**src/design/lpd_pkg.sv**
```systemverilog
// package for the length-prefixed deframer
// types, constants and register map for the deframer; no dependencies
package lpd_pkg;

    localparam int HEADER_BYTES = 8;
    localparam int HDR_IDX_W = $clog2(HEADER_BYTES);
    localparam int HDR_CNT_W = HDR_IDX_W + 1;

    localparam int APB_ADDR_W = 3;
    localparam int APB_DATA_W = 32;

    localparam logic [31:0] MAX_LEN_RESET = 32'd4194304;

    // register indexes, taken from paddr[2]
    localparam logic REG_MAX_LEN = 1'b0;

    typedef enum logic [1:0] {
        KIND_PAYLOAD = 2'd0,
        KIND_EMPTY   = 2'd1,
        KIND_DROP    = 2'd2
    } lpd_kind_t;

    typedef struct packed {
        lpd_kind_t   result_kind;
        logic [31:0] message_type;
        logic [31:0] message_length;
        logic [7:0]  payload_byte;
        logic [31:0] byte_index;
        logic        end_of_message;
    } lpd_result_t;

endpackage

```
**src/design/lpd_stream_if.sv**
```systemverilog
// valid/ready channel interfaces of the deframer: input byte stream and result stream
// depends on nothing
interface lpd_byte_if;
    logic       valid;
    logic       ready;
    logic [7:0] in_byte;

    modport source (output valid, output in_byte, input ready);
    modport sink (input valid, input in_byte, output ready);
endinterface

interface lpd_result_if;
    logic        valid;
    logic        ready;
    logic [1:0]  result_kind;
    logic [31:0] message_type;
    logic [31:0] message_length;
    logic [7:0]  payload_byte;
    logic [31:0] byte_index;
    logic        end_of_message;

    modport source (
        output valid, output result_kind, output message_type, output message_length,
        output payload_byte, output byte_index, output end_of_message, input ready
    );
    modport sink (
        input valid, input result_kind, input message_type, input message_length,
        input payload_byte, input byte_index, input end_of_message, output ready
    );
endinterface

```
**src/design/lpd_cfg_regs.sv**
```systemverilog
// apb register block of the deframer: holds the payload length limit
// depends on lpd_pkg
module lpd_cfg_regs (
    input  logic                           clk,
    input  logic                           rst_n,
    input  logic                           psel,
    input  logic                           penable,
    input  logic                           pwrite,
    input  logic [lpd_pkg::APB_ADDR_W-1:0] paddr,
    input  logic [lpd_pkg::APB_DATA_W-1:0] pwdata,
    output logic [lpd_pkg::APB_DATA_W-1:0] prdata,
    output logic                           pready,
    output logic [31:0]                    max_len
);

    logic [31:0] max_len_reg;
    logic [31:0] max_len_next;
    logic        wr_en;

    assign pready = 1'b1;
    assign wr_en  = psel && penable && pwrite && pready;

    always_comb
    begin
        max_len_next = max_len_reg;
        if (wr_en && (paddr[2] == lpd_pkg::REG_MAX_LEN))
        begin
            max_len_next = pwdata;
        end
    end

    always_ff @(posedge clk or negedge rst_n)
    begin
        if (!rst_n)
        begin
            max_len_reg <= lpd_pkg::MAX_LEN_RESET;
        end
        else
        begin
            max_len_reg <= max_len_next;
        end
    end

    always_comb
    begin
        unique case (paddr[2])
            lpd_pkg::REG_MAX_LEN: prdata = max_len_reg;
            default:              prdata = '0;
        endcase
    end

    assign max_len = max_len_reg;

endmodule

```
**src/design/lpd_input_stage.sv**
```systemverilog
// input register of the deframer: takes one byte transfer per cycle unless the held byte is stalled
// depends on lpd_byte_if
module lpd_input_stage (
    input  logic         clk,
    input  logic         rst_n,
    lpd_byte_if.sink     stream,
    input  logic         advance,
    output logic         held_valid,
    output logic [7:0]   held_byte
);

    logic       valid_reg;
    logic       valid_next;
    logic [7:0] byte_reg;
    logic       take;

    assign stream.ready = !valid_reg || advance;
    assign take         = stream.valid && stream.ready;

    always_comb
    begin
        valid_next = valid_reg;
        if (take)
        begin
            valid_next = 1'b1;
        end
        else if (advance)
        begin
            valid_next = 1'b0;
        end
    end

    always_ff @(posedge clk or negedge rst_n)
    begin
        if (!rst_n)
        begin
            valid_reg <= 1'b0;
        end
        else
        begin
            valid_reg <= valid_next;
        end
    end

    always_ff @(posedge clk)
    begin
        if (take)
        begin
            byte_reg <= stream.in_byte;
        end
    end

    assign held_valid = valid_reg;
    assign held_byte  = byte_reg;

endmodule

```
**src/design/lpd_core.sv**
```systemverilog
// deframing state: header collection, length check and payload counting
// depends on lpd_pkg
module lpd_core (
    input  logic                clk,
    input  logic                rst_n,
    input  logic                fire,
    input  logic [7:0]          in_byte,
    input  logic [31:0]         max_len,
    output logic                res_valid,
    output lpd_pkg::lpd_result_t res
);

    logic [lpd_pkg::HDR_CNT_W-1:0] hdr_count_reg;
    logic [lpd_pkg::HDR_CNT_W-1:0] hdr_count_next;
    logic [31:0]                   type_reg;
    logic [31:0]                   type_next;
    logic [31:0]                   length_reg;
    logic [31:0]                   length_next;
    logic [31:0]                   pcount_reg;
    logic [31:0]                   pcount_next;
    logic [7:0]                    hdr_reg [0:lpd_pkg::HEADER_BYTES-2];

    logic        in_header;
    logic        hdr_last;
    logic [31:0] hdr_type;
    logic [31:0] hdr_len;
    logic [32:0] idx_inc;
    logic        last;

    assign in_header = hdr_count_reg < lpd_pkg::HDR_CNT_W'(lpd_pkg::HEADER_BYTES);
    assign hdr_last  = hdr_count_reg == lpd_pkg::HDR_CNT_W'(lpd_pkg::HEADER_BYTES - 1);
    assign hdr_type  = {hdr_reg[3], hdr_reg[2], hdr_reg[1], hdr_reg[0]};
    assign hdr_len   = {in_byte, hdr_reg[6], hdr_reg[5], hdr_reg[4]};
    // wide increment so an index of all ones still ends the message
    assign idx_inc   = {1'b0, pcount_reg} + 33'd1;
    assign last      = idx_inc >= {1'b0, length_reg};

    always_comb
    begin
        hdr_count_next = hdr_count_reg;
        type_next      = type_reg;
        length_next    = length_reg;
        pcount_next    = pcount_reg;
        res_valid      = 1'b0;
        res            = '{
            result_kind:    lpd_pkg::KIND_PAYLOAD,
            message_type:   type_reg,
            message_length: length_reg,
            payload_byte:   8'd0,
            byte_index:     32'd0,
            end_of_message: 1'b0
        };
        if (fire)
        begin
            if (in_header)
            begin
                if (!hdr_last)
                begin
                    hdr_count_next = hdr_count_reg + 1'b1;
                end
                else
                begin
                    type_next              = hdr_type;
                    length_next            = hdr_len;
                    res.message_type       = hdr_type;
                    res.message_length     = hdr_len;
                    if (hdr_len > max_len)
                    begin
                        // oversize header dropped, next byte starts a new header
                        res_valid       = 1'b1;
                        res.result_kind = lpd_pkg::KIND_DROP;
                        hdr_count_next  = '0;
                    end
                    else if (hdr_len == 32'd0)
                    begin
                        res_valid          = 1'b1;
                        res.result_kind    = lpd_pkg::KIND_EMPTY;
                        res.end_of_message = 1'b1;
                        hdr_count_next     = '0;
                        length_next        = 32'd0;
                        pcount_next        = 32'd0;
                    end
                    else
                    begin
                        hdr_count_next = hdr_count_reg + 1'b1;
                        pcount_next    = 32'd0;
                    end
                end
            end
            else
            begin
                res_valid          = 1'b1;
                res.payload_byte   = in_byte;
                res.byte_index     = pcount_reg;
                res.end_of_message = last;
                if (last)
                begin
                    hdr_count_next = '0;
                    length_next    = 32'd0;
                    pcount_next    = 32'd0;
                end
                else
                begin
                    pcount_next = idx_inc[31:0];
                end
            end
        end
    end

    always_ff @(posedge clk or negedge rst_n)
    begin
        if (!rst_n)
        begin
            hdr_count_reg <= '0;
            type_reg      <= '0;
            length_reg    <= '0;
            pcount_reg    <= '0;
        end
        else
        begin
            hdr_count_reg <= hdr_count_next;
            type_reg      <= type_next;
            length_reg    <= length_next;
            pcount_reg    <= pcount_next;
        end
    end

    always_ff @(posedge clk)
    begin
        if (fire && in_header && !hdr_last)
        begin
            hdr_reg[hdr_count_reg[lpd_pkg::HDR_IDX_W-1:0]] <= in_byte;
        end
    end

endmodule

```
**src/design/lpd_output_stage.sv**
```systemverilog
// result register of the deframer: holds one result until its transfer completes
// depends on lpd_pkg and lpd_result_if
module lpd_output_stage (
    input  logic                 clk,
    input  logic                 rst_n,
    lpd_result_if.source         result,
    input  logic                 load,
    input  lpd_pkg::lpd_result_t load_data,
    output logic                 can_take
);

    logic                 valid_reg;
    logic                 valid_next;
    lpd_pkg::lpd_result_t data_reg;

    assign can_take   = !valid_reg || result.ready;
    assign valid_next = can_take ? load : valid_reg;

    always_ff @(posedge clk or negedge rst_n)
    begin
        if (!rst_n)
        begin
            valid_reg <= 1'b0;
        end
        else
        begin
            valid_reg <= valid_next;
        end
    end

    always_ff @(posedge clk)
    begin
        if (can_take && load)
        begin
            data_reg <= load_data;
        end
    end

    assign result.valid          = valid_reg;
    assign result.result_kind    = data_reg.result_kind;
    assign result.message_type   = data_reg.message_type;
    assign result.message_length = data_reg.message_length;
    assign result.payload_byte   = data_reg.payload_byte;
    assign result.byte_index     = data_reg.byte_index;
    assign result.end_of_message = data_reg.end_of_message;

endmodule

```
**src/design/length_prefixed_deframer.sv**
```systemverilog
// Length-prefixed message deframer. One byte transfer is taken per cycle on stream; each
// message is an 8-byte header (type word, then payload length, both little-endian) followed
// by the payload. Every payload byte gives one result tagged with type, length and index,
// the last one marked end_of_message; an empty message gives one completion result and a
// length above max_payload_length (APB byte address 0, reset 4194304) gives a drop result.
// A byte passes an input register and then the result register, and the sustained rate
// is one byte per cycle, limited only by result.ready.
// Write the limit only while the block is idle.
module length_prefixed_deframer (
    input  logic                           clk,
    input  logic                           rst_n,
    lpd_byte_if.sink                       stream,
    lpd_result_if.source                   result,
    input  logic                           psel,
    input  logic                           penable,
    input  logic                           pwrite,
    input  logic [lpd_pkg::APB_ADDR_W-1:0] paddr,
    input  logic [lpd_pkg::APB_DATA_W-1:0] pwdata,
    output logic [lpd_pkg::APB_DATA_W-1:0] prdata,
    output logic                           pready
);

    logic                 held_valid;
    logic [7:0]           held_byte;
    logic                 can_take;
    logic                 fire;
    logic [31:0]          max_len;
    logic                 res_valid;
    lpd_pkg::lpd_result_t res;

    assign fire = held_valid && can_take;

    lpd_cfg_regs u_cfg (
        .clk     (clk),
        .rst_n   (rst_n),
        .psel    (psel),
        .penable (penable),
        .pwrite  (pwrite),
        .paddr   (paddr),
        .pwdata  (pwdata),
        .prdata  (prdata),
        .pready  (pready),
        .max_len (max_len)
    );

    lpd_input_stage u_in (
        .clk        (clk),
        .rst_n      (rst_n),
        .stream     (stream),
        .advance    (fire),
        .held_valid (held_valid),
        .held_byte  (held_byte)
    );

    lpd_core u_core (
        .clk       (clk),
        .rst_n     (rst_n),
        .fire      (fire),
        .in_byte   (held_byte),
        .max_len   (max_len),
        .res_valid (res_valid),
        .res       (res)
    );

    lpd_output_stage u_out (
        .clk       (clk),
        .rst_n     (rst_n),
        .result    (result),
        .load      (res_valid),
        .load_data (res),
        .can_take  (can_take)
    );

`ifndef ASSERT_OFF
    a_index_in_range: assert property (@(posedge clk) disable iff (!rst_n)
        result.valid && (result.result_kind == lpd_pkg::KIND_PAYLOAD)
        |-> (result.byte_index < result.message_length))
        else $error("payload index not below message length");

    a_drop_fields: assert property (@(posedge clk) disable iff (!rst_n)
        result.valid && (result.result_kind == lpd_pkg::KIND_DROP)
        |-> (!result.end_of_message && (result.payload_byte == 8'd0)
             && (result.byte_index == 32'd0)))
        else $error("drop result carries payload fields");

    a_empty_fields: assert property (@(posedge clk) disable iff (!rst_n)
        result.valid && (result.result_kind == lpd_pkg::KIND_EMPTY)
        |-> (result.end_of_message && (result.message_length == 32'd0)))
        else $error("empty completion malformed");

    a_stall_holds_input: assert property (@(posedge clk) disable iff (!rst_n)
        held_valid && result.valid && !result.ready |-> !stream.ready)
        else $error("byte taken while pipeline stalled");
`endif

endmodule

```
**src/flat_wrapper.sv**
```systemverilog
// flat-port wrapper written by rule: the top's interface ports become plain ports
module length_prefixed_deframer_flat 
  (clk, rst_n, psel, penable, pwrite, paddr, pwdata, prdata, pready, stream_valid, stream_in_byte, stream_ready, result_valid, result_result_kind, result_message_type, result_message_length, result_payload_byte, result_byte_index, result_end_of_message, result_ready);
  lpd_byte_if stream_i ();
  lpd_result_if result_i ();
  input  logic clk;
  input  logic rst_n;
  input  logic psel;
  input  logic penable;
  input  logic pwrite;
  input  logic [lpd_pkg::APB_ADDR_W-1:0] paddr;
  input  logic [lpd_pkg::APB_DATA_W-1:0] pwdata;
  output logic [lpd_pkg::APB_DATA_W-1:0] prdata;
  output logic pready;
  input wire logic [$bits(stream_i.valid)-1:0] stream_valid;
  input wire logic [$bits(stream_i.in_byte)-1:0] stream_in_byte;
  output wire logic [$bits(stream_i.ready)-1:0] stream_ready;
  output wire logic [$bits(result_i.valid)-1:0] result_valid;
  output wire logic [$bits(result_i.result_kind)-1:0] result_result_kind;
  output wire logic [$bits(result_i.message_type)-1:0] result_message_type;
  output wire logic [$bits(result_i.message_length)-1:0] result_message_length;
  output wire logic [$bits(result_i.payload_byte)-1:0] result_payload_byte;
  output wire logic [$bits(result_i.byte_index)-1:0] result_byte_index;
  output wire logic [$bits(result_i.end_of_message)-1:0] result_end_of_message;
  input wire logic [$bits(result_i.ready)-1:0] result_ready;
  assign stream_i.valid = stream_valid;
  assign stream_i.in_byte = stream_in_byte;
  assign stream_ready = stream_i.ready;
  assign result_valid = result_i.valid;
  assign result_result_kind = result_i.result_kind;
  assign result_message_type = result_i.message_type;
  assign result_message_length = result_i.message_length;
  assign result_payload_byte = result_i.payload_byte;
  assign result_byte_index = result_i.byte_index;
  assign result_end_of_message = result_i.end_of_message;
  assign result_i.ready = result_ready;
  length_prefixed_deframer u_core (.clk(clk), .rst_n(rst_n), .stream(stream_i), .result(result_i), .psel(psel), .penable(penable), .pwrite(pwrite), .paddr(paddr), .pwdata(pwdata), .prdata(prdata), .pready(pready));
endmodule
```
**config.mk**
```make
export PLATFORM = sky130hd
export DESIGN_NAME = length_prefixed_deframer_flat
export DESIGN_NICKNAME = d
export VERILOG_FILES = /design/src/design/lpd_pkg.sv /design/src/design/lpd_stream_if.sv /design/src/design/lpd_cfg_regs.sv /design/src/design/lpd_input_stage.sv /design/src/design/lpd_core.sv /design/src/design/lpd_output_stage.sv /design/src/design/length_prefixed_deframer.sv /design/src/flat_wrapper.sv
export SDC_FILE = /design/constraint.sdc
export NUM_CORES = 1
export LEC_CHECK = 0
export ABC_AREA = 1
export BUFFER_PORTS_ARGS = -buffer_cell sky130_fd_sc_hd__buf_2
export CELL_PAD_IN_SITES_DETAIL_PLACEMENT = 0
export CELL_PAD_IN_SITES_GLOBAL_PLACEMENT = 1
export CORE_MARGIN = 8
export CORE_UTILIZATION = 40
export DETAILED_ROUTE_END_ITERATION = 7
export PLACE_DENSITY_LB_ADDON = 0.08
export RECOVER_POWER = 50
export SYNTH_ARGS = -nofsm -noshare
export SYNTH_HDL_FRONTEND = slang
export SYNTH_SLANG_ARGS = --single-unit
```
**constraint.sdc**
```tcl
create_clock -name clk -period 4.1 [get_ports clk]
set_input_delay 0.82 -clock clk [delete_from_list [all_inputs] [get_ports clk]]
set_output_delay 0.82 -clock clk [all_outputs]
set_load 0.005 [all_outputs]
```
==> results.py <==
metrics = {
    "final_layout": {
        "final_cell_count_no_fill": 2132,
        "multi_input_area_um2": 4690,
        "fill_cells": 3425,
        "fin_util": 0.474,
        "antenna_cells": 0,
        "layout.area.seq_um2": 8490,
        "nets": 1759,
        "drive_above_1_share": 0.145,
        "area_growth_syn_to_layout_pct": 18.0,
        "largest_reg_flops": 56,
    },
    "cts": {
        "postCtsSetupBuffers": 0,
        "cts.sinks": 305,
        "path_clk_slew_ns": 0.06,
        "cts_tree": "done",
        "numCtsBuffers": 36,
        "clk_latency_ns": 0.54,
        "htreeDepth": 2,
        "cts.repair.resized": 0,
        "cts_root_buf": "clkbuf_16",
        "ctsHoldBuffers": 0,
        "cts_buffer_depth": 3,
    },
    "timing": {
        "post-route-period-util": 0.890,
        "slew_violations": 184,
        "fmax_mhz": 274,
        "max_slew_margin": -0.723,
        "rsz0062_at_grt": "no",
        "worst_pin_slew_ns": 2.58,
        "finalClockSkew_ns": 0.0154,
        "setup_viol": 0,
        "fin_crit_ns": 3.65,
        "tns_ns": 0,
        "layout_setup_ws_ns": 0.451,
        "hold_viol": 0,
    },
    "yosys": {
        "yosysSeqAreaShare": 0.601,
        "synth-edff-count": 171,
        "async_reset_ff_frac": 0.439,
        "avgSynthCellArea_um2": 9.81,
        "ys_ff_latch": 305,
        "synth_cells": 1439,
        "yosysUniqueCellTypes": 39,
        "synth_top_flop_cell": "edfxtp_1",
        "yosys-top-cells-area": "edfxtp_1 36%, dfrtp_1 24%, nand2_1 10%",
        "yosys_warnings": 0,
        "synth_top_area_share": 0.364,
        "synth.most_common_cell": "nand2_1",
        "synth_fp_nets": 1555,
        "synth_common_cells": "383 x nand2_1, 191 x nor2_1, 176 x inv_1",
        "synth_area_leader_cell": "edfxtp_1",
        "syn-cell-area_um2": 14100,
    },
    "route": {
        "first_pass_iters": 4,
        "wl_met3_mm": 1.83,
        "ant_nets": 0,
        "met2_wirelength_mm": 17.0,
        "wire_per_inst_um": 17.0,
        "post-route-drc-count": 0,
        "routed.top_layer": "met4",
        "routed_via_density": 4.71,
        "drtIter0Drc": 573,
        "wl_mm": 36.2,
        "wl_met1_mm": 16.6,
        "vias": 10000,
    },
    "setup_path": {
        "critPathBufInv": 2,
        "critPathArrivalTime_ns": 4.05,
        "worst-setup-path-type": "reg2reg",
        "crit_fanout": 33,
        "start_kind": "flip-flop",
        "worstPathCellList": "ha_1 -> nand2_1 -> nor2_2 -> nand2_4 -> nor2_8 -> nand2_4 -> nor2_4 -> nand2_1 -> xor2_1 -> inv_1 -> ha_1 -> nand2_1 -> nor2_1 -> nand2_1 -> nor2_1 -> nand3_1 -> nand3_2 -> nor2_4 -> nand2_8 -> nand2_4 -> inv_6 -> o21ai_0",
        "cpPeakStageDelay_ns": 0.42,
        "cpMaxStageDelayCell": "dfrtp_1",
        "required_ns": 4.50,
        "critical-path-top-delay-family": "simple AND/OR/NAND/NOR gates",
        "crit_top_cell": "nand2_1",
        "end_kind": "flip-flop",
    },
    "grt": {
        "antenna_found_initial": 0,
        "grt_max_degree": 106,
        "grt.total_usage": 0.174,
        "grt-ovfl-total": 0,
        "grt_pass1_vias": 10100,
        "grt_pass1_wl_mm": 57.0,
    },
    "min_path": {
        "hp-class": "in2reg",
    },
    "floorplanning": {
        "core_um2": 35100,
        "initial_core_util": 0.402,
        "dieArea_um2": 41600,
        "die_h_um": 204,
        "num_io_pins": 192,
        "fp.dieW_um": 204,
        "num_rows": 69,
    },
    "power_and_ir_drop": {
        "vdd_drop_max_mv": 0.337,
        "power_mw": 9.66,
        "powerDensity_nw_per_um2": 579,
        "power_leakage_nw": 7.64,
    },
    "outcome": {
        "violations": "max-capacitance violations, max-slew violations",
        "status": "finished, violations left",
    },
    "placement": {
        "io_buffers": 188,
        "pre_cts_slack_ns": 0.397,
        "gp_congestion": 0.844,
        "dpl.cell_count": 2066,
        "post-dp-hpwl_mm": 25.2,
    },
    "run": {
        "maxCapViolCount": 3,
    },
}
[cell type report]
cell class | count | share of cell area
Multi-Input combinational cell | 906 | 0.281
Clock buffer | 48 | 0.0592
Sequential cell | 305 | 0.509
Inverter | 184 | 0.0420
Tap cell | 461 | 0.0346
Timing Repair Buffer | 210 | 0.0595
Clock inverter | 18 | 0.0143
[report_power, final]
group	switching (mW)	total (mW)	internal [mW]
logic	1.53	2.23	0.692
clock network	1.34	3.25	1.91
registers	0.207	4.18	3.97
[per-stage QoR]
stage,instance area [um2],hold slack (ns)
after floorplan,14100,0.437
after global placement,15600,0.448
after detailed placement,15600,0.453
after CTS,16800,0.356
after global routing,16700,0.427
final,16700,0.447
[worst paths after layout]
| kind | to | cells past startpoint | slack, ns | startpoint |
|---|---|---|---|---|
| worst max-delay path | u_core.u_core.length_reg[1] | 22 | 0.45 | u_core.u_core.pcount_reg[0] |
| worst min-delay path | u_core.u_in.held_byte[4] | 1 | 0.45 | stream_in_byte[4] |
| worst max register to register | u_core.u_core.length_reg[1] | 22 | 0.45 | u_core.u_core.pcount_reg[0] |
| worst min register to register | u_core.u_core.type_reg[13] | 2 | 0.46 | u_core.u_core.type_reg[13] |
| max in group asynchronous | u_core.u_core.pcount_reg[17] | 1 | 1.87 | rst_n |
| min in group asynchronous | u_core.u_cfg.max_len[5] | 1 | 0.89 | rst_n |
[layout by cell type (no fill, tap or decap), types with 29 or more instances in the layout]
| cell | n |
|---|---|
| nand2_1 | 383 |
| nor2_1 | 191 |
| inv_1 | 175 |
| edfxtp_1 | 171 |
| dfrtp_1 | 133 |
| buf_2 | 105 |
| clkbuf_1 | 99 |
| ha_1 | 66 |
| a21oi_1 | 58 |
| nand3_1 | 47 |
| o21ai_0 | 43 |
| clkbuf_16 | 36 |
| o21ai_2 | 29 |
[layer usage]
layer,vias up,track usage
met4,0,0.0422
met3,51,0.0341
met1,4708,0.237
li1,5065,-
met2,210,0.284
met5,-,0
[cell families after synthesis]
group | count (synthesis) | share of synthesized area
compound gates | 138 | 0.0582
xor+xnor | 21 | 0.0130
fa+ha+maj | 66 | 0.0585
buf+inv | 228 | 0.0673
flops | 305 | 0.601
other cells | 1 | 0.000266
simple gates | 680 | 0.202
No activity file was read; power rests on OpenSTA's default activity.
